===== src/sv/assert_macros.svh =====
// Assertion macros shared by the sliding window median RTL.
// Included by the modules that carry concurrent assertions; no other dependencies.
`ifndef ASSERT_MACROS_SVH
`define ASSERT_MACROS_SVH

// The expression must hold at every clock edge outside reset.
`define SWM_ASSERT_ALWAYS(lbl, clk, rstn, expr) \
    lbl: assert property (@(posedge clk) disable iff (!(rstn)) (expr)) \
        else $error("sliding window median: invariant violated");

// When the antecedent holds, the consequent must hold in the next cycle.
`define SWM_ASSERT_NEXT(lbl, clk, rstn, ante, cons) \
    lbl: assert property (@(posedge clk) disable iff (!(rstn)) (ante) |=> (cons)) \
        else $error("sliding window median: sequence violated");

`endif


===== src/sv/swm_pkg.sv =====
// Package for the sliding window median core: default sizes, register widths
// and the control struct broadcast to the sorted cell row. No dependencies.
package swm_pkg;

    // Default sizes of the core.
    localparam int MAX_WINDOW_DEF  = 64;
    localparam int SAMPLE_BITS_DEF = 16;

    // Width and reset value of the window size register.
    localparam int           CFG_W        = 7;
    localparam logic [6:0]   WINDOW_RESET = 7'd3;

    // Fan-in of each first-level node of the median tap tree.
    localparam int GROUP = 8;

    // Control broadcast to every cell of the sorted row.
    typedef struct packed {
        logic load;   // an item is accepted this cycle
        logic full;   // window is full: the oldest sample leaves
    } swm_ctrl_t;

endpackage


===== src/sv/swm_tap.sv =====
// Median tap: picks the cell at the median index through a two-stage
// registered OR tree. Depends on swm_pkg.
module swm_tap #(
    parameter int SAMPLE_BITS = swm_pkg::SAMPLE_BITS_DEF,
    parameter int MAX_WINDOW  = swm_pkg::MAX_WINDOW_DEF,
    parameter int PTR_W       = 6
) (
    input  logic                   clk,
    input  logic [SAMPLE_BITS-1:0] vals [MAX_WINDOW],
    input  logic [PTR_W-1:0]       mid_idx,
    input  logic                   ld_group,
    input  logic                   ld_out,
    output logic [SAMPLE_BITS-1:0] median
);

    localparam int NGRP = (MAX_WINDOW + swm_pkg::GROUP - 1) / swm_pkg::GROUP;

    logic [SAMPLE_BITS-1:0] grp_next [NGRP];
    logic [SAMPLE_BITS-1:0] grp_reg  [NGRP];
    logic [SAMPLE_BITS-1:0] med_next;
    logic [SAMPLE_BITS-1:0] med_reg;

    // First level: within each group only the selected cell contributes.
    always_comb
    begin
        for (int g = 0; g < NGRP; g++)
        begin
            grp_next[g] = '0;
            for (int j = 0; j < swm_pkg::GROUP; j++)
            begin
                if ((g * swm_pkg::GROUP + j) < MAX_WINDOW)
                begin
                    if (PTR_W'(g * swm_pkg::GROUP + j) == mid_idx)
                    begin
                        grp_next[g] = grp_next[g] | vals[g * swm_pkg::GROUP + j];
                    end
                end
            end
        end
    end

    always_ff @(posedge clk)
    begin
        if (ld_group)
        begin
            grp_reg <= grp_next;
        end
    end

    // Second level: combine the group results.
    always_comb
    begin
        med_next = '0;
        for (int g = 0; g < NGRP; g++)
        begin
            med_next = med_next | grp_reg[g];
        end
    end

    always_ff @(posedge clk)
    begin
        if (ld_out)
        begin
            med_reg <= med_next;
        end
    end

    assign median = med_reg;

endmodule


===== config.mk =====
export PLATFORM = sky130hd
export DESIGN_NAME = swm_tap
export DESIGN_NICKNAME = d
export VERILOG_FILES = /design/src/sv/assert_macros.svh /design/src/sv/swm_pkg.sv /design/src/sv/swm_tap.sv
export SDC_FILE = /design/constraint.sdc
export NUM_CORES = 1
export LEC_CHECK = 0
export BUFFER_PORTS_ARGS = -buffer_cell sky130_fd_sc_hd__clkbuf_2
export CAP_MARGIN = 20
export CORE_AREA = 8 8 402 404
export CTS_CLUSTER_DIAMETER = 150
export DETAILED_ROUTE_END_ITERATION = 8
export DIE_AREA = 0 0 410 412
export HOLD_SLACK_MARGIN = 0.06
export PLACE_DENSITY = 0.3
export SETUP_SLACK_MARGIN = 0.15
export SYNTH_ARGS = -nofsm -noshare
export SYNTH_HDL_FRONTEND = slang
export SYNTH_SLANG_ARGS = --single-unit

===== constraint.sdc =====
create_clock -name clk -period 1.7 [get_ports clk]
set_input_delay 0.17 -clock clk [delete_from_list [all_inputs] [get_ports clk]]
set_output_delay 0.17 -clock clk [all_outputs]
set_load 0.02 [all_outputs]

==> reports/results.txt <==
Status -> finished, final reports clean
Distinct cells, synth -> 18
Area contributors post-synth -> mux4_2, edfxtp_1, a22o_1, nor4_1, buf_8
Global placement routability congestion -> 0.906
Max reg flops -> 128
Fin cells -> 3892
Ys flop type -> edfxtp_1
Seq/Total Area, Yosys -> 0.352
Maximum vdd drop -> 0.000840 V
Buffers & Inverters on Critical Path -> 1
Cell with the most instances after synthesis -> mux4_2
Starting density of the core -> 0.0793
Pwr Density -> 552 nW/um^2
Placed cell area -> 21300 sq um
Share of post-route cells with drive strength above 1 -> 0.828
P&R area growth vs syn -> 78.5%
Layout Skew -> 0.0138 ns
CTS root buf -> clkbuf_16
Startpoint Class -> flop
CP Data Arrival Time -> 1.73 ns
Max transition margin -> 0.604
Die W -> 410 um
Final Util -> 0.141
Chip height -> 412 um
Worst Setup End Kind -> flop
Largest net degree at the start of global routing -> 42
Slew Limit Fails -> 0
Final Hold Violating Endpoints -> 0
Vias -> 13200
Post-synthesis xor/xnor area fraction -> 0
Initial antenna violation count -> 44
Nets@finish -> 2843
F_max -> 0.670 GHz
Total track usage -> 0.132
Crit path max fanout -> 1
Post-synth top area share -> 0.469
Simple-Gate Fraction of Synth Area -> 0.0403
Critical Path RT -> 1.94 ns
Post-synth EDFFs -> 144
Pwr Total -> 12100 uW
Setup bufs post-CTS -> 0
FF+latch count, synth -> 144
Vias in the first global route -> 14700
Synth warnings -> 0
Final Cycle Share -> 0.879
Clock buffer depth -> 2
Lkg Pwr -> 0.00909 uW
Reg clk slew, reported paths -> 0.07 ns
CP Cell Sequence -> nor4_4 > buf_6 > nand2_4
Routed Antenna Nets -> 0
Critical path type -> reg2reg
Top delay family on crit path -> flip-flops
Min-Delay Path Class -> in2reg
Syn nets -> 1713
Area of the mapped netlist -> 12300 sq um
Global-route wire length before repair -> 148000 um
Worst skew pair latency -> 0.50 ns
Setup violators final -> 0
Main combinational cell family by area after synthesis -> multiplexers
Placed Instances -> 3848
Initial drt markers -> 1093
Num CTS Buffers -> 17
CP max stage delay -> 0.55 ns
Post-Synthesis Cells -> 680
Final global-route overflow total -> 0
First-pass DRT Iterations -> 5
Die area -> 169000 sq um
Row count -> 145
Vias per inst -> 3.40
Post-synthesis compound-gate area fraction -> 0.0912
Mux cell area share after synthesis -> 0.469
Sink Count -> 144
Min Tclk post-route -> 1.49 ns
Routed WL per cell -> 30.3 um
Io pins -> 1049
Slowest-stage cell, CP -> edfxtp_1
Synth Area in Adders -> 0
# DRC -> 0
Unrepaired setup endpoints after global routing -> false
Cell accounting for the most synthesized area -> mux4_2
CTS tree -> built
Worst Tran Pin Value -> 0.594 ns
Mean Syn Cell Area -> 18.1 sq um
Core Box Area -> 155000 sq um
Asr flop ratio synth -> 0
List of most frequent post-synthesis cells -> mux4_2, edfxtp_1, a22o_1
H-tree level count -> 4
WL final -> 118000 um
Number of max-cap violations -> 0
Port bufs -> 1048
HPWL Detailed -> 106000 um
Finished layout cell area -> 21900 sq um
-- layout by cell type (no fill, tap or decap), types with 2 or more instances in the layout --
| cell type | count |
|---|---|
| clkbuf_16 | 17 |
| diode_2 | 11 |
| buf_12 | 41 |
| buf_4 | 108 |
| nor4_4 | 7 |
| mux4_2 | 256 |
| clkinv_2 | 5 |
| nand2_1 | 15 |
| clkbuf_2 | 1045 |
| nor4_2 | 9 |
| clkinvlp_4 | 7 |
| nor4_1 | 17 |
| edfxtp_1 | 144 |
| buf_8 | 2 |
| and4bb_1 | 3 |
| nor4bb_4 | 2 |
| a22o_1 | 128 |
| and4b_1 | 3 |
| nor4b_4 | 4 |
-- timing repair --
item / in CTS / in global routing
endpoints found under the setup margin: 10 / 1
hold endpoints to repair: 13 / 0
pin swaps: 2 / 0
resized for setup: 16 / 1
gates cloned: 0 / 0
hold buffers: 1 / 0
-- area by class of cell --
cell class	instances	area (sq um)
Sequential cell	144	4320
Antenna cell	11	27.5
Timing Repair Buffer	1199	6930
Multi-Input combinational cell	448	7570
Tap cell	2058	2570
Clock buffer	18	429
Clock inverter	14	95.1
Fill cell	17500	133000
-- worst register-to-register path: stages, from the launching register on --
cell	delay [ns]
edfxtp_1	0.55
nor4_4	0.43
buf_6	0.19
nand2_4	0.07
-- final timing paths --
path / from / endpoint / slack (ns) / depth (start not counted)
worst max-delay path: grp_reg[91]$_DFFE_PP_ / median[11]$_DFFE_PP_ / 0.21 / 3
worst min-delay path: ld_out / median[11]$_DFFE_PP_ / 0.16 / 2
worst max register to register: grp_reg[91]$_DFFE_PP_ / median[11]$_DFFE_PP_ / 0.21 / 3
worst min register to register: grp_reg[95]$_DFFE_PP_ / median[15]$_DFFE_PP_ / 0.54 / 2
-- layer usage --
metal  up-vias  share of wire  global-route usage
met5         -        0.00039                   0
met3        63          0.073              0.0363
met1      6906           0.41               0.166
met2       757           0.50               0.231
met4         8          0.010              0.0209
li1       5514              -                   -
-- kinds of logic after synthesis --
group | count (synthesis)
and+or+nand+nor | 64
buffers and inverters | 88
muxes | 256
DFF | 144
AOI/OAI and AO/OA | 128
-- per-stage QoR --
| stage | hold WS (ns) | worst slack (ns) | TNS [ns] |
|---|---|---|---|
| 6_report | 0.157 | 0.206 | 0 |
| 5_1_grt | 0.108 | 0.153 | 0 |
| 4_1_cts | 0.0808 | 0.122 | 0 |
| 3_5_place_dp | 0.535 | -0.246 | -18.85 |
| 3_3_place_gp | 0.529 | -0.259 | -18.87 |
| 2_1_floorplan | 0.282 | 0.135 | 0 |
-- where the power goes --
part | leakage [uW] | switching (uW) | internal [uW]
clock | 0.000240 | 1920 | 1850
combinational | 0.00749 | 1630 | 2230
sequential | 0.00135 | 321 | 4170
Power figures use the tool's default switching activity.
