### src/sv/assert_macros.svh
// Assertion macros shared by the sliding window median RTL.
// Included by the modules that carry concurrent assertions; no other dependencies.
`ifndef ASSERT_MACROS_SVH
`define ASSERT_MACROS_SVH

// The expression must hold at every clock edge outside reset.
`define SWM_ASSERT_ALWAYS(lbl, clk, rstn, expr) \
    lbl: assert property (@(posedge clk) disable iff (!(rstn)) (expr)) \
        else $error("sliding window median: invariant violated");

// When the antecedent holds, the consequent must hold in the next cycle.
`define SWM_ASSERT_NEXT(lbl, clk, rstn, ante, cons) \
    lbl: assert property (@(posedge clk) disable iff (!(rstn)) (ante) |=> (cons)) \
        else $error("sliding window median: sequence violated");

`endif

### src/sv/swm_pkg.sv
// Package for the sliding window median core: default sizes, register widths
// and the control struct broadcast to the sorted cell row. No dependencies.
package swm_pkg;

    // Default sizes of the core.
    localparam int MAX_WINDOW_DEF  = 64;
    localparam int SAMPLE_BITS_DEF = 16;

    // Width and reset value of the window size register.
    localparam int           CFG_W        = 7;
    localparam logic [6:0]   WINDOW_RESET = 7'd3;

    // Fan-in of each first-level node of the median tap tree.
    localparam int GROUP = 8;

    // Control broadcast to every cell of the sorted row.
    typedef struct packed {
        logic load;   // an item is accepted this cycle
        logic full;   // window is full: the oldest sample leaves
    } swm_ctrl_t;

endpackage

### src/sv/swm_cell.sv
// One cell of the sorted row: holds one sample and updates it from its
// neighbors on each accepted item. Depends on swm_pkg.
module swm_cell #(
    parameter int SAMPLE_BITS = swm_pkg::SAMPLE_BITS_DEF,
    parameter int CNT_W       = 7,
    parameter int INDEX       = 0
) (
    input  logic                   clk,
    input  swm_pkg::swm_ctrl_t     ctrl,
    input  logic [SAMPLE_BITS-1:0] sample,
    input  logic [SAMPLE_BITS-1:0] oldest,
    input  logic [CNT_W-1:0]       kept,
    input  logic [SAMPLE_BITS-1:0] right_val,
    input  logic [SAMPLE_BITS-1:0] left_kept_val,
    input  logic                   left_big,
    output logic [SAMPLE_BITS-1:0] val,
    output logic [SAMPLE_BITS-1:0] kept_val,
    output logic                   big
);

    logic [SAMPLE_BITS-1:0] val_reg;
    logic [SAMPLE_BITS-1:0] val_next;
    logic                   kept_valid;
    logic                   shift;

    // Removal: above the removed entry every cell takes its right neighbor.
    // Insertion: cells above the new sample take their left neighbor's value.
    always_comb
    begin
        kept_valid = (CNT_W'(INDEX) < kept);
        shift      = ctrl.full && kept_valid && (right_val > oldest);
        kept_val   = shift ? right_val : val_reg;
        big        = !kept_valid || (kept_val > sample);
        if (big)
        begin
            val_next = left_big ? left_kept_val : sample;
        end
        else
        begin
            val_next = kept_val;
        end
    end

    // Sample register, written only when an item is accepted.
    always_ff @(posedge clk)
    begin
        if (ctrl.load)
        begin
            val_reg <= val_next;
        end
    end

    assign val = val_reg;

endmodule

### config.mk
export PLATFORM = sky130hd
export DESIGN_NAME = swm_cell
export DESIGN_NICKNAME = d
export VERILOG_FILES = /design/src/sv/assert_macros.svh /design/src/sv/swm_pkg.sv /design/src/sv/swm_cell.sv
export SDC_FILE = /design/constraint.sdc
export NUM_CORES = 1
export LEC_CHECK = 0
export BUFFER_PORTS_ARGS = -buffer_cell sky130_fd_sc_hd__clkbuf_2
export CAP_MARGIN = 20
export CORE_UTILIZATION = 47
export DETAILED_ROUTE_END_ITERATION = 6
export HOLD_SLACK_MARGIN = 0.06
export MAX_ROUTING_LAYER = met4
export PLACE_DENSITY = 0.85
export SLEW_MARGIN = 20
export SYNTH_ARGS = -nofsm -noshare
export SYNTH_HDL_FRONTEND = slang
export SYNTH_SLANG_ARGS = --single-unit
export TNS_END_PERCENT = 20
### constraint.sdc
create_clock -name clk -period 6.02 [get_ports clk]
set_input_delay 0.602 -clock clk [delete_from_list [all_inputs] [get_ports clk]]
set_output_delay 0.602 -clock clk [all_outputs]
set_load 0.05 [all_outputs]
==> impl_metrics.py <==
metrics = {
    "detailed_routing": {
        "drc_violation_count_after_routing": 12,
        "amount_of_wire_on_met2_after_detailed_routing_um": 2710,
        "routed-wl-met3_um": 361,
        "postRouteAntennaNets": 0,
        "drt-initial-drc-count": 207,
        "wl_per_cell_um": 14.2,
        "drt-pass1-iter-count": 6,
        "top_signal_layer_used": "met4",
        "detail_route.wirelength.met1_um": 2710,
        "vias_per_cell": 5.62,
        "drt-total-wl_um": 5880,
        "dr_total_vias": 2322,
    },
    "worst_setup_path": {
        "start_kind": "input pin",
        "startpoint": "oldest[15]",
        "critPathArrivalTime_ns": 4.43,
        "worst-r2r-setup-slack_ns": 3.03,
        "timing.critical_path.fanout_max": 17,
        "path_cells": "clkbuf_2, inv_1, ha_1, nand4_2, nor3_2, nor3_1, and3_4, o21ai_0, ha_1, a21oi_1, o21a_1, nor3b_1, a211o_1, a31oi_2, buf_4, clkbuf_2",
        "max_stage_delay_ns": 0.81,
        "ff2ff_path_depth": 10,
        "timing.critical_path.required_ns": 5.42,
        "r2r_startpoint": "val[13]",
        "critical-path-slowest-cell": "sky130_fd_sc_hd__nor3_2",
        "crit_end": "big",
        "worst_reg2reg_path_endpoint": "val[1]",
        "crit_type": "input pin to output pin",
        "setup.worst_path.end_class": "output pin",
    },
    "synth": {
        "netlist_top_cells_area": "sky130_fd_sc_hd__edfxtp_1 22%, sky130_fd_sc_hd__ha_1 18%, sky130_fd_sc_hd__mux2_2 7.6%, sky130_fd_sc_hd__nand2_1 7.0%, sky130_fd_sc_hd__a32oi_1 6.3%",
        "yosys-top-cells-count": "41 x sky130_fd_sc_hd__nand2_1, 32 x sky130_fd_sc_hd__ha_1, 32 x sky130_fd_sc_hd__inv_1",
        "synth_top_area_cell": "sky130_fd_sc_hd__edfxtp_1",
        "syn_avg_cell_area_um2": 8.45,
        "number_of_instances_in_the_synthesized_netlist": 262,
        "synth_warnings": 0,
        "async_flop_share_pct": 0,
        "mappedNetlistArea_um2": 2210,
        "synth.lib_cells_used.distinct": 37,
        "seq_area_frac_synth_pct": 21.7,
        "synth_edf_count": 16,
        "ys_ff_latch": 16,
        "synth.top_cell.area_share_pct": 21.7,
        "top_count_cell_post_synth": "sky130_fd_sc_hd__nand2_1",
        "syn-num-nets": 369,
        "ys_dominant_reg_cell": "sky130_fd_sc_hd__edfxtp_1",
    },
    "sta": {
        "unrepaired_setup_endpoints_after_global_routing": "no",
        "totalNegativeSetupSlack_ns": 0,
        "clock_skew_ns": 0.00256,
        "final_max_slew_viol_count": 0,
        "final.min_clock_period_ns": 5.03,
        "finalHoldViolCount": 0,
        "worst-slew-pin-transition_ns": 0.940,
        "finalSetupViolations": 0,
        "timing.fmax_mhz": 199,
        "final_min_period_over_clock_period_pct": 83.5,
        "relSlewSlack_pct": 37.0,
    },
    "floorplanning": {
        "initial_utilization_pct": 49.8,
        "die-width_um": 70.6,
        "fp.dieArea_um2": 4990,
        "floorplan.core_area_um2": 4440,
        "placement_rows": 24,
        "io_pins": 108,
        "chipHeight_um": 70.6,
    },
    "pwr": {
        "p_int_w": 0.000363,
        "switching_share_pct": 51.2,
        "power.ir.vdd_worst_mv": 0.181,
        "pwr-share-clk_pct": 10.5,
        "leakage_nw": 1.38,
        "pwr-share-seq_pct": 23.4,
        "netSwitchingPower_w": 0.000381,
        "power.density_cell_area_nw_per_um2": 265,
        "pwr-share-comb_pct": 66.1,
    },
    "global_route": {
        "grt_start_max_net_pins": 32,
        "grt_first_pass_wirelength_um": 9690,
        "antenna_found_initial": 0,
        "grt.total_usage_pct": 24.7,
        "first_global_vias": 2094,
        "grt.overflow.total": 0,
    },
    "clock_tree": {
        "clk_latency_ns": 0.25,
        "postCtsSetupRepairBufs": 0,
        "ctsHtreeMaxLevel": 1,
        "ctsHoldBuffers": 0,
        "cts_tree": "done",
        "root_buffer": "sky130_fd_sc_hd__clkbuf_8",
        "cts-root-to-sink-buffers": 2,
        "tritoncts.num_buffers": 3,
        "cts_sinks": 16,
        "clk_pin_slew_ns": 0.06,
        "post_cts.resized_instances": 0,
    },
    "placement": {
        "dpl.hpwl_um": 4940,
        "numPlacedInstances": 410,
        "io_buffer_count": 107,
        "globalplace.congestion": 0.915,
        "placedInstanceArea_um2": 2760,
    },
    "finish": {
        "final_nets": 470,
        "design_area_um2": 2800,
        "area.growth.synth_to_final_pct": 26.7,
        "drive_gt1_share_pct": 39.9,
        "antenna-diode-count": 0,
        "largest_reg_flops": 16,
        "final_cells": 413,
    },
    "outcome": {
        "status": "finished, violations left",
        "violations": "DRC",
    },
    "hold_path": {
        "hold_path_class": "input pin to register",
    },
    "run": {
        "max_cap_viols": 0,
    },
}
==> critical path, delay by kind of cell <==
family          cells  cell delay, ns
simple gates        5            1.48
compound gates      5            1.08
buf+inv             4            0.68
fa+ha+maj           2            0.57
==> area by class of cell <==
cell class | count | area [µm²]
clock buffer | 3 | 41.3
fill | 399 | 1640
inverter | 32 | 120
multi-input combinational | 201 | 1550
sequential | 16 | 480
tap | 52 | 65.1
timing repair buffer | 109 | 551
==> routing by layer <==
| layer | vias up | global-route usage, % |
|---|---|---|
| met5 | - | - |
| met1 | 1027 | 34.5 |
| met4 | 0 | 8.00 |
| li1 | 1192 | - |
| met3 | 10 | 1.71 |
| met2 | 93 | 38.4 |
==> kinds of logic after synthesis <==
logic type | after synthesis | synth area share (%)
flip-flops | 16 | 21.7
AO/OA/AOI/OAI | 73 | 22.8
AND/OR/NAND/NOR | 79 | 20.2
multiplexers | 17 | 8.54
adder cells (fa/ha/maj) | 32 | 18.1
buffers and inverters | 45 | 8.59
==> power groups by stage <==
stage / registers [W] / clock network [W] / logic, W
2_1_floorplan: 0.000246 / 0 / 0.000301
3_3_place_gp: 0.000175 / 0 / 0.000480
3_5_place_dp: 0.000175 / 0 / 0.000488
4_1_cts: 0.000173 / 0.0000788 / 0.000490
5_1_grt: 0.000177 / 0.0000846 / 0.000529
6_report: 0.000174 / 0.0000782 / 0.000492
==> placed cells by master, fill, tap and decap left out <==
cell | netlist | routed
sky130_fd_sc_hd__mux2i_1 | 2 | 2
sky130_fd_sc_hd__nor2_1 | 2 | 2
sky130_fd_sc_hd__nor3b_1 | 1 | 1
sky130_fd_sc_hd__nor4b_1 | 16 | 16
sky130_fd_sc_hd__mux2_2 | 15 | 15
sky130_fd_sc_hd__clkbuf_8 | 0 | 3
sky130_fd_sc_hd__nand4_2 | 1 | 1
sky130_fd_sc_hd__ha_1 | 32 | 32
sky130_fd_sc_hd__a211oi_1 | 1 | 1
sky130_fd_sc_hd__nor3_2 | 1 | 1
sky130_fd_sc_hd__nor2b_1 | 2 | 2
sky130_fd_sc_hd__a32oi_1 | 16 | 16
sky130_fd_sc_hd__a31oi_2 | 1 | 1
sky130_fd_sc_hd__o21ai_0 | 25 | 25
sky130_fd_sc_hd__or4_1 | 4 | 4
sky130_fd_sc_hd__nand4_1 | 4 | 4
sky130_fd_sc_hd__nor4_1 | 2 | 2
sky130_fd_sc_hd__o211a_2 | 1 | 1
sky130_fd_sc_hd__o21a_1 | 2 | 2
sky130_fd_sc_hd__o21bai_1 | 1 | 1
sky130_fd_sc_hd__inv_1 | 32 | 32
sky130_fd_sc_hd__a211o_1 | 1 | 1
sky130_fd_sc_hd__clkbuf_2 | 0 | 107
sky130_fd_sc_hd__and3_4 | 1 | 1
sky130_fd_sc_hd__edfxtp_1 | 16 | 16
sky130_fd_sc_hd__nand2b_1 | 1 | 1
sky130_fd_sc_hd__and4_1 | 1 | 1
sky130_fd_sc_hd__o21ai_2 | 9 | 10
sky130_fd_sc_hd__o211ai_2 | 1 | 1
sky130_fd_sc_hd__nor3_1 | 2 | 2
sky130_fd_sc_hd__a21oi_1 | 12 | 12
sky130_fd_sc_hd__buf_4 | 1 | 2
sky130_fd_sc_hd__a21o_4 | 1 | 1
sky130_fd_sc_hd__o211ai_1 | 1 | 1
sky130_fd_sc_hd__nand2_1 | 41 | 41
==> metrics by stage <==
| stage | hold slack, ns | power, W | worst slack, ns | utilization, % |
|---|---|---|---|---|
| after global placement | 0.761 | 0.000655 | 1.22 | 62.1 |
| after floorplan | 0.714 | 0.000546 | 0.457 | - |
| after global routing | 0.797 | 0.000790 | 0.673 | 63.1 |
| after detailed placement | 0.775 | 0.000663 | 1.07 | 62.1 |
| after CTS | 0.772 | 0.000742 | 1.05 | 63.0 |
| final | 0.768 | 0.000744 | 0.991 | 63.1 |
==> worst min-delay path by stage <==
stage / start / to / slack (ns) / cells after the start
3_5_place_dp: val[9] / val[9] / 0.77 / 3
2_1_floorplan: ctrl[1] / val[0] / 0.71 / 0
6_report: left_kept_val[3] / val[3] / 0.77 / 4
4_1_cts: left_kept_val[3] / val[3] / 0.77 / 4
3_3_place_gp: val[9] / val[9] / 0.76 / 3
5_1_grt: left_kept_val[14] / val[14] / 0.80 / 4
Power figures use the tool's default switching activity.
