### config.mk
export PLATFORM = sky130hd
export DESIGN_NAME = swm_ring
export DESIGN_NICKNAME = d
export VERILOG_FILES = /design/src/sv/assert_macros.svh /design/src/sv/swm_ring.sv
export SDC_FILE = /design/constraint.sdc
export NUM_CORES = 1
export LEC_CHECK = 0
export BUFFER_PORTS_ARGS = -buffer_cell sky130_fd_sc_hd__clkbuf_2
export CAP_MARGIN = 20
export CORE_ASPECT_RATIO = 0.7
export CORE_MARGIN = 2
export CORE_UTILIZATION = 50
export DETAILED_ROUTE_END_ITERATION = 16
export GPL_TIMING_DRIVEN = 0
export PLACE_DENSITY_LB_ADDON = 0.3
export SLEW_MARGIN = 20
export SYNTH_ARGS = -nofsm -noshare
export SYNTH_HDL_FRONTEND = slang
export SYNTH_SLANG_ARGS = --single-unit
### constraint.sdc
create_clock -name clk -period 3.1 [get_ports clk]
set_clock_uncertainty 0.15 [all_clocks]
set_input_delay 0.62 -clock clk [delete_from_list [all_inputs] [get_ports clk]]
set_output_delay 0.62 -clock clk [all_outputs]
set_load 0.02 [all_outputs]
### src/sv/assert_macros.svh
// Assertion macros shared by the sliding window median RTL.
// Included by the modules that carry concurrent assertions; no other dependencies.
`ifndef ASSERT_MACROS_SVH
`define ASSERT_MACROS_SVH

// The expression must hold at every clock edge outside reset.
`define SWM_ASSERT_ALWAYS(lbl, clk, rstn, expr) \
    lbl: assert property (@(posedge clk) disable iff (!(rstn)) (expr)) \
        else $error("sliding window median: invariant violated");

// When the antecedent holds, the consequent must hold in the next cycle.
`define SWM_ASSERT_NEXT(lbl, clk, rstn, ante, cons) \
    lbl: assert property (@(posedge clk) disable iff (!(rstn)) (ante) |=> (cons)) \
        else $error("sliding window median: sequence violated");

`endif

### src/sv/swm_ring.sv
// Arrival-order ring of samples: one write port and one registered read
// port with write-first bypass. Depends on no package.
module swm_ring #(
    parameter int SAMPLE_BITS = 16,
    parameter int DEPTH       = 64,
    parameter int PTR_W       = 6
) (
    input  logic                   clk,
    input  logic                   wr_en,
    input  logic [PTR_W-1:0]       wr_addr,
    input  logic [SAMPLE_BITS-1:0] wr_data,
    input  logic [PTR_W-1:0]       rd_addr,
    output logic [SAMPLE_BITS-1:0] rd_data
);

    logic [SAMPLE_BITS-1:0] mem [DEPTH];
    logic [SAMPLE_BITS-1:0] rd_data_reg;

    // Write port.
    always_ff @(posedge clk)
    begin
        if (wr_en)
        begin
            mem[wr_addr] <= wr_data;
        end
    end

    // Registered read; a write to the same slot is passed through.
    always_ff @(posedge clk)
    begin
        if (wr_en && (wr_addr == rd_addr))
        begin
            rd_data_reg <= wr_data;
        end
        else
        begin
            rd_data_reg <= mem[rd_addr];
        end
    end

    assign rd_data = rd_data_reg;

endmodule

==> impl_metrics.env, run 1 <==
export IMPL_status="finished, violations left"
export IMPL_failed_checks="setup timing"
export IMPL_critPathMaxFanout=9
export IMPL_fin_setup_tns_ns=-12.54
export IMPL_cts_tree="done"
export IMPL_dr_first_iter_drc_count=3229
export IMPL_dp_hpwl_um=68900
export IMPL_core_area_um2=78800
export IMPL_synth_area_per_cell_um2=21.9
export IMPL_die_area_um2=82000
export IMPL_grt_pass1_wl_um=147000
export IMPL_row_count=86
export IMPL_root_buffer="clkbuf_16"
export IMPL_ir_drop_mv=0.534
export IMPL_fin_ws_ns=-0.873
export IMPL_antenna_found_initial=3
export IMPL_cts_num_sinks=1030
export IMPL_ant_nets=0
export IMPL_synth_top_area_share_pct=77.2
export IMPL_cts_buffers=91
export IMPL_fin_crit_sh_pct=128
export IMPL_crit_path_end_kind="output port"
export IMPL_layout_cells_non_filler=3183
export IMPL_drv_slew=0
export IMPL_numPortBuffers=40
export IMPL_grt_max_degree=65
export IMPL_yosys_warnings=0
export IMPL_vias=20400
export IMPL_die_x_um=341
export IMPL_yosys_top_cells_area="edfxtp_1, mux4_2, mux2i_1"
export IMPL_start_util_pct=50.6
export IMPL_dp_cells=2982
export IMPL_min_delay_path_class="primary input to register"
export IMPL_finalCriticalPeriod_ns=3.97
export IMPL_grt_pass1_vias=19900
export IMPL_seq_area_um2=30900
export IMPL_fin_util_pct=59.9
export IMPL_dr_pass1_iters=7
export IMPL_ys_seq_area_share_pct=77.5
export IMPL_drcViolationCount=0
export IMPL_synth_cell_area_um2=39800
export IMPL_slew_headroom_pct=21.2
export IMPL_cts_path_max_buffers=3
export IMPL_synthCells=1819
export IMPL_regMostFlops="mem"
export IMPL_wirelength_um=105000
export IMPL_synth_enable_flop_cells=1024
export IMPL_ys_ff_latch=1030
export IMPL_synth_nets=1849
export IMPL_multi_input_area_um2=9250
export IMPL_cp_arrival_ns=3.20
export IMPL_htree_levels=3
export IMPL_power_density_nw_per_um2=610
export IMPL_setup_viol=16
export IMPL_clk_pin_slew_ns=0.07
export IMPL_tightest_slew_ns=1.18
export IMPL_ys_flop_type="edfxtp_1"
export IMPL_cp_required_ns=2.33
export IMPL_yosys_cell_count_top_type="edfxtp_1"
export IMPL_via_per_inst=6.42
export IMPL_leakagePower_nw=14.9
export IMPL_fill_cells=5441
export IMPL_clock_fmax_mhz=252
export IMPL_diodes=0
export IMPL_hold_violations=0
export IMPL_grt_total_usage_pct=25.9
export IMPL_synth_cell_types=43
export IMPL_grt_setup_unrepaired="yes"
export IMPL_nets=2081
export IMPL_synth_common_cells="edfxtp_1, mux4_2, mux2i_1"
export IMPL_layout_drive_gt1_share_pct=36.5
export IMPL_finalWeightedCongestion=0.927
export IMPL_overflow=0
export IMPL_areaGrowthSynthToFinish_pct=18.4
export IMPL_synth_top_area_cell="edfxtp_1"
export IMPL_criticalPathCategory="register to output port"
export IMPL_max_cap_violations=0
export IMPL_die_h_um=240
export IMPL_routedWlPerCell_um=33.1
export IMPL_synth_async_reset_ratio_pct=0
export IMPL_largest_reg_flops=1024
export IMPL_io_pin_count=46
export IMPL_start_kind="register"
export IMPL_top_regs="mem x1024"
-- worst max-delay path, stage by stage, from the launching register on --
cell and delay [ns]:
dfxtp_4 0.36, buf_12 0.14, buf_12 0.16, buf_16 0.17, buf_16 0.14, mux4_2 0.55, nand2_1 0.11, nand4_1 0.35
and4_4 0.37, clkbuf_2 0.16
-- layout make-up --
type	count	area share, %
Buffer	103	2.45
Clock buffer	123	5.30
Tap cell	1056	2.80
Multi-Input combinational cell	685	19.6
Timing Repair Buffer	140	3.42
Sequential cell	1030	65.5
Clock inverter	46	0.968
-- layout by cell type, fill, tap and decap left out, types with 7 or more instances in the layout --
| master | netlist | layout |
|---|---|---|
| a22oi_1 | 39 | 22 |
| clkbuf_4 | 1 | 19 |
| mux2_2 | 27 | 26 |
| nor2_2 | 2 | 68 |
| buf_12 | 5 | 22 |
| a211oi_1 | 8 | 7 |
| nand2_1 | 59 | 57 |
| bufinv_16 | 0 | 8 |
| a31oi_4 | 0 | 8 |
| buf_4 | 13 | 48 |
| clkbuf_16 | 0 | 98 |
| nand4_1 | 12 | 12 |
| nand3_1 | 24 | 19 |
| a211o_1 | 8 | 8 |
| a22oi_2 | 0 | 17 |
| mux4_2 | 220 | 220 |
| buf_2 | 36 | 8 |
| buf_6 | 17 | 42 |
| clkinv_2 | 0 | 20 |
| edfxtp_1 | 1024 | 1024 |
| clkbuf_2 | 2 | 22 |
| buf_8 | 3 | 45 |
| clkinv_1 | 0 | 11 |
| mux2i_1 | 85 | 62 |
| a221oi_2 | 0 | 7 |
| clkbuf_1 | 24 | 36 |
| a21oi_1 | 17 | 11 |
| clkbuf_8 | 0 | 8 |
| buf_16 | 0 | 7 |
| nor2b_1 | 30 | 29 |
| mux2i_4 | 0 | 21 |
-- metal layers --
| layer | share of wire (%) | track usage [%] |
|---|---|---|
| met1 | 41 | 39.6 |
| met2 | 42 | 36.1 |
| met3 | 14 | 8.97 |
| met4 | 2.0 | 5.74 |
| met5 | 0.10 | 0.833 |
-- cell families (layout without fill, tap and decap cells) --
group / Yosys count / in the layout / share of synthesized area, %
flip-flops: 1030 / 1030 / 77.5
multiplexers: 336 / 336 / 15.6
AND/OR/NAND/NOR: 220 / 220 / 2.66
AO/OA/AOI/OAI: 129 / 129 / 2.42
buffers and inverters: 104 / 412 / 1.84
-- worst paths after layout --
| check | from | endpoint | slack (ns) | cells past startpoint |
|---|---|---|---|---|
| max | register | rd_data[5] | -0.87 | 9 |
| min | wr_data[11] | mem[2][11] | 0.13 | 1 |
-- what timing repair did --
| action | in CTS | in global routing |
|---|---|---|
| buffers inserted | 11 | 9 |
| endpoints found under the setup margin | 16 | 16 |
| gates cloned | 2 | 5 |
| pin swaps | 18 | 25 |
| resized for setup | 242 | 63 |
| hold endpoints to repair | 6 | 0 |
| hold buffers | 6 | 0 |
-- power breakdown --
group	switching, mW	internal (mW)	leakage (nW)	total [mW]
combinational	1.24	0.754	4.14	1.99
sequential	0.0305	15.4	9.26	15.4
clock	4.97	6.35	1.46	11.3
-- per-stage QoR --
stage	area [µm²]	hold slack, ns	worst slack [ns]	power [mW]
after floorplan	39800	0.498	0.295	16.6
after global placement	41400	0.573	-1.29	17.3
after detailed placement	42500	0.574	-0.982	17.4
after CTS	46700	0.105	-0.835	28.7
after global routing	47200	0.128	-0.872	29.4
final	47200	0.126	-0.873	28.8
Power figures use the tool's default switching activity.
==> run 2, diff against run 1 <==
--- a/config.mk
+++ b/config.mk
@@ -7,9 +7,11 @@
 export LEC_CHECK = 0
 export BUFFER_PORTS_ARGS = -buffer_cell sky130_fd_sc_hd__clkbuf_2
 export CAP_MARGIN = 20
+export CELL_PAD_IN_SITES_DETAIL_PLACEMENT = 1
+export CELL_PAD_IN_SITES_GLOBAL_PLACEMENT = 1
 export CORE_ASPECT_RATIO = 0.7
 export CORE_MARGIN = 2
-export CORE_UTILIZATION = 50
+export CORE_UTILIZATION = 35
 export DETAILED_ROUTE_END_ITERATION = 16
 export GPL_TIMING_DRIVEN = 0
 export PLACE_DENSITY_LB_ADDON = 0.3
==> run 2 against run 1 <==
  * The run still ends with setup timing left
  * Die area is 42% higher
  * Worst hold slack better by 0.13 ns
  * Sequential power hardly changed
  * Cell area is 2.7% higher
  * Critical path depth unchanged
  * Power is 2.4% higher
  * Cell count grew 15%
  * Global-route usage down 5.9 points
  * Count of clock-buffer cells in the layout shrank 15
  * Setup slack lost 0.060 ns
  * Clock power rose by 5%
  * Via count decreased by 0.11%
  * Critical path type unchanged
  * Largest cell class unchanged
==> impl_metrics.env, run 2 (synthesis gave the netlist of run 1 again) <==
export IMPL_status="finished, violations left"
export IMPL_failed_checks="setup timing"
export IMPL_start_kind="register"
export IMPL_fin_ws_ns=-0.933
export IMPL_setup_viol=16
export IMPL_regMostFlops="mem"
export IMPL_drv_slew=0
export IMPL_max_cap_violations=0
export IMPL_die_h_um=286
export IMPL_htree_levels=3
export IMPL_clk_pin_slew_ns=0.07
export IMPL_min_path_cells=1
export IMPL_ant_nets=0
export IMPL_swShare_pct=22.4
export IMPL_p_int_mw=22.8
export IMPL_top_regs="mem x1024"
export IMPL_vias=20400
export IMPL_leakagePower_nw=15.2
export IMPL_cp_arrival_ns=3.26
export IMPL_hold_violations=0
export IMPL_finalWeightedCongestion=0.869
export IMPL_fin_crit_sh_pct=130
export IMPL_wirelength_um=118000
export IMPL_areaGrowthSynthToFinish_pct=21.6
export IMPL_dp_hpwl_um=79800
export IMPL_drcViolationCount=0
export IMPL_clock_fmax_mhz=248
export IMPL_criticalPathCategory="register to output port"
export IMPL_fin_util_pct=42.9
export IMPL_start_util_pct=35.3
export IMPL_largest_reg_flops=1024
export IMPL_min_delay_start="wr_data[10]"
export IMPL_fill_cells=10500
export IMPL_overflow=0
export IMPL_core_area_um2=113000
export IMPL_tightest_slew_ns=1.18
export IMPL_grt_pass1_vias=20400
export IMPL_die_area_um2=117000
export IMPL_routedWlPerCell_um=32.0
export IMPL_dr_pass1_iters=5
export IMPL_cp_required_ns=2.33
export IMPL_cts_tree="done"
export IMPL_row_count=103
export IMPL_cts_num_sinks=1030
export IMPL_io_pin_count=46
export IMPL_finalCriticalPeriod_ns=4.03
export IMPL_p_switching_mw=6.60
export IMPL_crit_path_end_kind="output port"
export IMPL_ir_drop_mv=0.608
export IMPL_seqPwrFrac_pct=52.4
export IMPL_layout_commonest_cell="edfxtp_1"
export IMPL_min_delay_path_class="primary input to register"
export IMPL_grt_total_usage_pct=20.0
export IMPL_dpl_worst_slack_ns=-1.10
export IMPL_numPortBuffers=40
export IMPL_die_x_um=407
export IMPL_nets=2103
export IMPL_grt_pass1_wl_um=163000
export IMPL_grt_setup_unrepaired="yes"
export IMPL_holdPathEnd="mem[7][10]"
export IMPL_antenna_found_initial=2
export IMPL_critPathMaxFanout=5
export IMPL_cts_buffers=94
export IMPL_dr_first_iter_drc_count=2783
export IMPL_slew_headroom_pct=21.2
export IMPL_power_density_nw_per_um2=608
export IMPL_final_cell_mix="edfxtp_1, mux4_2, clkbuf_16"
export IMPL_comb_power_share_pct=7.3
export IMPL_root_buffer="clkbuf_16"
export IMPL_clockPowerShare_pct=40.3
export IMPL_cts_path_max_buffers=3
export IMPL_via_per_inst=5.56
export IMPL_grt_max_degree=65
export IMPL_layout_drive_gt1_share_pct=38.1
==> run 2: changes by cell type in the layout (fill, tap and decap cells not counted), moves of 6 or more <==
cell,change
buf_6,-9
clkbuf_1,-12
clkinv_1,+8
buf_12,+12
buf_4,-6
mux2_4,+8
mux2_2,-8
buf_8,+15
==> run 2: power by group through the flow <==
stage / sequential, mW / combinational [mW] / clock [mW]
CTS: 15.4 / 2.04 / 12.0
detailed placement: 15.7 / 1.74 / 0
finish: 15.4 / 2.16 / 11.9
global placement: 15.7 / 1.64 / 0
floorplan: 15.7 / 0.848 / 0
global route: 15.4 / 2.24 / 12.5
==> run 2: per-stage QoR <==
step	instance area, µm²	total power, mW	instances	hold slack, ns	TNS [ns]
after floorplan	39800	16.6	1819	0.498	0
after global placement	41900	17.4	3381	0.577	-675.18
after detailed placement	43200	17.5	3454	0.575	-104.96
after CTS	47900	29.5	3647	0.211	-14.07
after global routing	48500	30.2	3671	0.232	-15.20
final	48500	29.5	3672	0.258	-14.16
==> run 2: worst max-delay path, stage by stage, from the launching register on <==
cell,delay (ns)
dfxtp_4,0.36
buf_12,0.13
buf_4,0.15
buf_12,0.16
mux4_2,0.52
mux2_4,0.32
nand2_2,0.10
nand4_1,0.32
and4_4,0.32
clkbuf_2,0.16
==> run 2: routing by layer <==
metal | share of wire, % | GRT usage (%) | wire length, µm | vias up
met5 | 0.18 | 0 | 207 | -
met4 | 1.7 | 4.08 | 1950 | 4
met3 | 11 | 6.12 | 13500 | 127
met2 | 41 | 27.3 | 48600 | 997
met1 | 45 | 31.3 | 53500 | 11100
li1 | - | - | - | 8174
==> run 2: what timing repair did <==
action / 4_1_cts / 5_1_grt
hold buffers: 6 / 0
buffers inserted: 11 / 21
pin swaps: 25 / 25
resized for setup: 288 / 68
endpoints found under the setup margin: 16 / 16
endpoints found under the hold margin: 6 / 0
cloned: 4 / 4
==> run 2: layout make-up <==
cell class / instances / area, µm² / area share (%)
flip-flops and latches: 1030 / 30900 / 63.7
multi-input cells: 685 / 9410 / 19.4
clock buffers: 108 / 2430 / 5.01
repair buffers: 158 / 1970 / 4.07
well taps: 1522 / 1900 / 3.93
plain buffers: 104 / 1230 / 2.54
clock inverters: 64 / 637 / 1.31
diodes: 1 / 2.50 / 0.00516
==> run 2: how the worst max path moves through the flow <==
| stage | start | end | slack (ns) | cells past startpoint |
|---|---|---|---|---|
| after floorplan | wr_addr[3] | mem[48][0] | 0.30 | 4 |
| after global placement | wr_addr[4] | mem[48][11] | -1.19 | 3 |
| after detailed placement | register | rd_data[8] | -1.10 | 9 |
| after CTS | register | rd_data[13] | -0.92 | 9 |
| after global routing | register | rd_data[7] | -1.02 | 10 |
| final | register | rd_data[10] | -0.93 | 9 |
==> run 3, diff against run 2 <==
--- a/config.mk
+++ b/config.mk
@@ -5,14 +5,16 @@
 export SDC_FILE = /design/constraint.sdc
 export NUM_CORES = 1
 export LEC_CHECK = 0
+export ABC_AREA = 1
 export BUFFER_PORTS_ARGS = -buffer_cell sky130_fd_sc_hd__clkbuf_2
 export CAP_MARGIN = 20
 export CELL_PAD_IN_SITES_DETAIL_PLACEMENT = 1
 export CELL_PAD_IN_SITES_GLOBAL_PLACEMENT = 1
 export CORE_ASPECT_RATIO = 0.7
 export CORE_MARGIN = 2
-export CORE_UTILIZATION = 35
+export CORE_UTILIZATION = 30
 export DETAILED_ROUTE_END_ITERATION = 16
+export GPL_ROUTABILITY_DRIVEN = 0
 export GPL_TIMING_DRIVEN = 0
 export PLACE_DENSITY_LB_ADDON = 0.3
 export SLEW_MARGIN = 20
==> run 3 against run 2 <==
  * The flow still finishes with violations (setup timing)
  * Core utilization shrank 5.9 points
  * Synthesized cell count grew 93%
  * Global-route usage grew 2.2 points
  * Routed wire length grew 38%
  * Die area grew 22%
  * Largest power group unchanged
==> impl_metrics.env, run 3 <==
export IMPL_setup_viol=16
export IMPL_synth_enable_flop_cells=1024
export IMPL_nets=3772
export IMPL_cts_buffers=100
export IMPL_finalCriticalPeriod_ns=3.73
export IMPL_antenna_found_initial=13
export IMPL_fin_setup_tns_ns=-8.88
export IMPL_start_util_pct=30.3
export IMPL_io_pin_count=46
export IMPL_start_kind="register"
export IMPL_die_area_um2=143000
export IMPL_dp_hpwl_um=112000
export IMPL_fin_crit_sh_pct=120
export IMPL_synth_area_per_cell_um2=11.9
export IMPL_top_regs="mem x1024"
export IMPL_cp_arrival_ns=2.96
export IMPL_ys_flop_type="edfxtp_1"
export IMPL_ir_drop_mv=0.423
export IMPL_tightest_slew_ns=1.18
export IMPL_grt_pass1_wl_um=223000
export IMPL_synth_cell_types=16
export IMPL_crit_path_end_kind="output port"
export IMPL_areaGrowthSynthToFinish_pct=22.1
export IMPL_cts_tree="done"
export IMPL_yosys_cell_count_top_type="nand2_1"
export IMPL_synthCells=3507
export IMPL_root_buffer="clkbuf_16"
export IMPL_power_mw=30.8
export IMPL_layout_drive_gt1_share_pct=20.3
export IMPL_drv_slew=0
export IMPL_synth_top_area_share_pct=73.4
export IMPL_max_cap_violations=0
export IMPL_drcViolationCount=0
export IMPL_yosys_warnings=0
export IMPL_ys_seq_area_share_pct=73.7
export IMPL_die_x_um=451
export IMPL_slew_headroom_pct=21.1
export IMPL_row_count=114
export IMPL_synth_cell_area_um2=41900
export IMPL_cts_num_sinks=1030
export IMPL_failed_checks="setup timing"
export IMPL_synth_nets=3537
export IMPL_layout_commonest_cell="nand2_1"
export IMPL_vias=29700
export IMPL_cts_path_max_buffers=3
export IMPL_grt_pass1_vias=28300
export IMPL_power_density_nw_per_um2=602
export IMPL_clock_fmax_mhz=268
export IMPL_synth_common_cells="nand2_1, edfxtp_1, nand3_1"
export IMPL_core_area_um2=138000
export IMPL_ant_nets=0
export IMPL_leakagePower_nw=18.3
export IMPL_dr_pass1_iters=5
export IMPL_dr_first_iter_drc_count=4149
export IMPL_grt_total_usage_pct=22.3
export IMPL_final_cell_mix="nand2_1, edfxtp_1, nand3_1"
export IMPL_regMostFlops="mem"
export IMPL_via_per_inst=5.23
export IMPL_criticalPathCategory="register to output port"
export IMPL_largest_reg_flops=1024
export IMPL_min_delay_path_class="primary input to register"
export IMPL_routedWlPerCell_um=28.6
export IMPL_fin_ws_ns=-0.628
export IMPL_clk_pin_slew_ns=0.06
export IMPL_cp_required_ns=2.33
export IMPL_wirelength_um=162000
export IMPL_ys_ff_latch=1030
export IMPL_yosys_top_cells_area="edfxtp_1, nand2_1, nand3_1"
export IMPL_synth_async_reset_ratio_pct=0
export IMPL_hold_violations=0
export IMPL_htree_levels=3
export IMPL_grt_setup_unrepaired="yes"
export IMPL_grt_max_degree=44
export IMPL_numPortBuffers=41
export IMPL_critPathMaxFanout=10
export IMPL_status="finished, violations left"
export IMPL_overflow=0
export IMPL_synth_top_area_cell="edfxtp_1"
export IMPL_die_h_um=317
run 3: cell count changes in the layout (fill, tap and decap cells not counted), sizes merged, moves of 9 or more:
cell / before / now
clkbuf: 173 / 197
mux4: 224 / 0
nor2b: 30 / 0
a221oi: 16 / 0
inv: 6 / 15
nor2: 74 / 56
a21oi: 17 / 0
nand2: 60 / 1296
buf: 190 / 279
mux2: 27 / 0
a22oi: 39 / 0
nand3: 24 / 871
mux2i: 85 / 0
run 3: final cells by class:
type	instances	area (µm²)
fill	14800	87200
tap	1856	2320
buffer	223	2050
sequential	1030	30900
multi-input combinational	2240	11000
timing repair inverter	1	11.3
clock buffer	125	2680
clock inverter	60	572
inverter	12	71.3
antenna	3	7.51
timing repair buffer	134	1590
run 3: power by group:
group	total, mW	internal [mW]	switching [mW]
sequential	15.4	15.4	0.0259
combinational	2.79	0.758	2.03
clock	12.6	6.98	5.62
run 3: logic make-up after synthesis:
| group | share of synthesized area [%] |
|---|---|
| buffers and inverters | 3.55 |
| flip-flops | 73.7 |
| AND/OR/NAND/NOR | 22.8 |
run 3: worst paths after layout:
path	end	slack [ns]	from	cells past startpoint
worst max-delay path	rd_data[1]	-0.63	register	10
worst min-delay path	mem[22][15]	0.31	wr_data[15]	1
run 3: metal layers:
| layer | vias up | wire (µm) | global-route usage [%] |
|---|---|---|---|
| li1 | 12900 | - | - |
| met1 | 15300 | 76400 | 35.0 |
| met2 | 1306 | 65200 | 30.6 |
| met3 | 192 | 16700 | 4.69 |
| met4 | 4 | 4090 | 5.80 |
| met5 | - | 23 | 0 |
run 3: timing repair:
item                                   CTS  global route
gates cloned                             1             6
hold buffers                             6             0
pin swaps                               11            30
gates resized for setup                334           168
endpoints found under the hold margin    6             0
setup buffers                            4             2
setup endpoints to repair               16            16
run 3: per-stage QoR:
step           util (%)  hold WS, ns  instances  area [µm²]  worst slack, ns
2_1_floorplan         -        0.498       3507       41900           -0.224
3_3_place_gp       32.1        0.573       5404       44400            -2.93
3_5_place_dp       33.1        0.577       5478       45800           -0.634
4_1_cts            36.4        0.282       5674       50300           -0.613
5_1_grt            37.0        0.307       5682       51200           -0.692
6_report           37.0        0.306       5684       51200           -0.628
run 3: critical path: stages, from the launching register on:
cell	delay, ns
dfxtp_1	0.36
inv_1	0.10
buf_4	0.29
clkbuf_4	0.39
nand3_1	0.28
nand2_2	0.18
nand2_1	0.07
nand3_1	0.13
nand3_1	0.10
nand2_2	0.16
buf_6	0.14
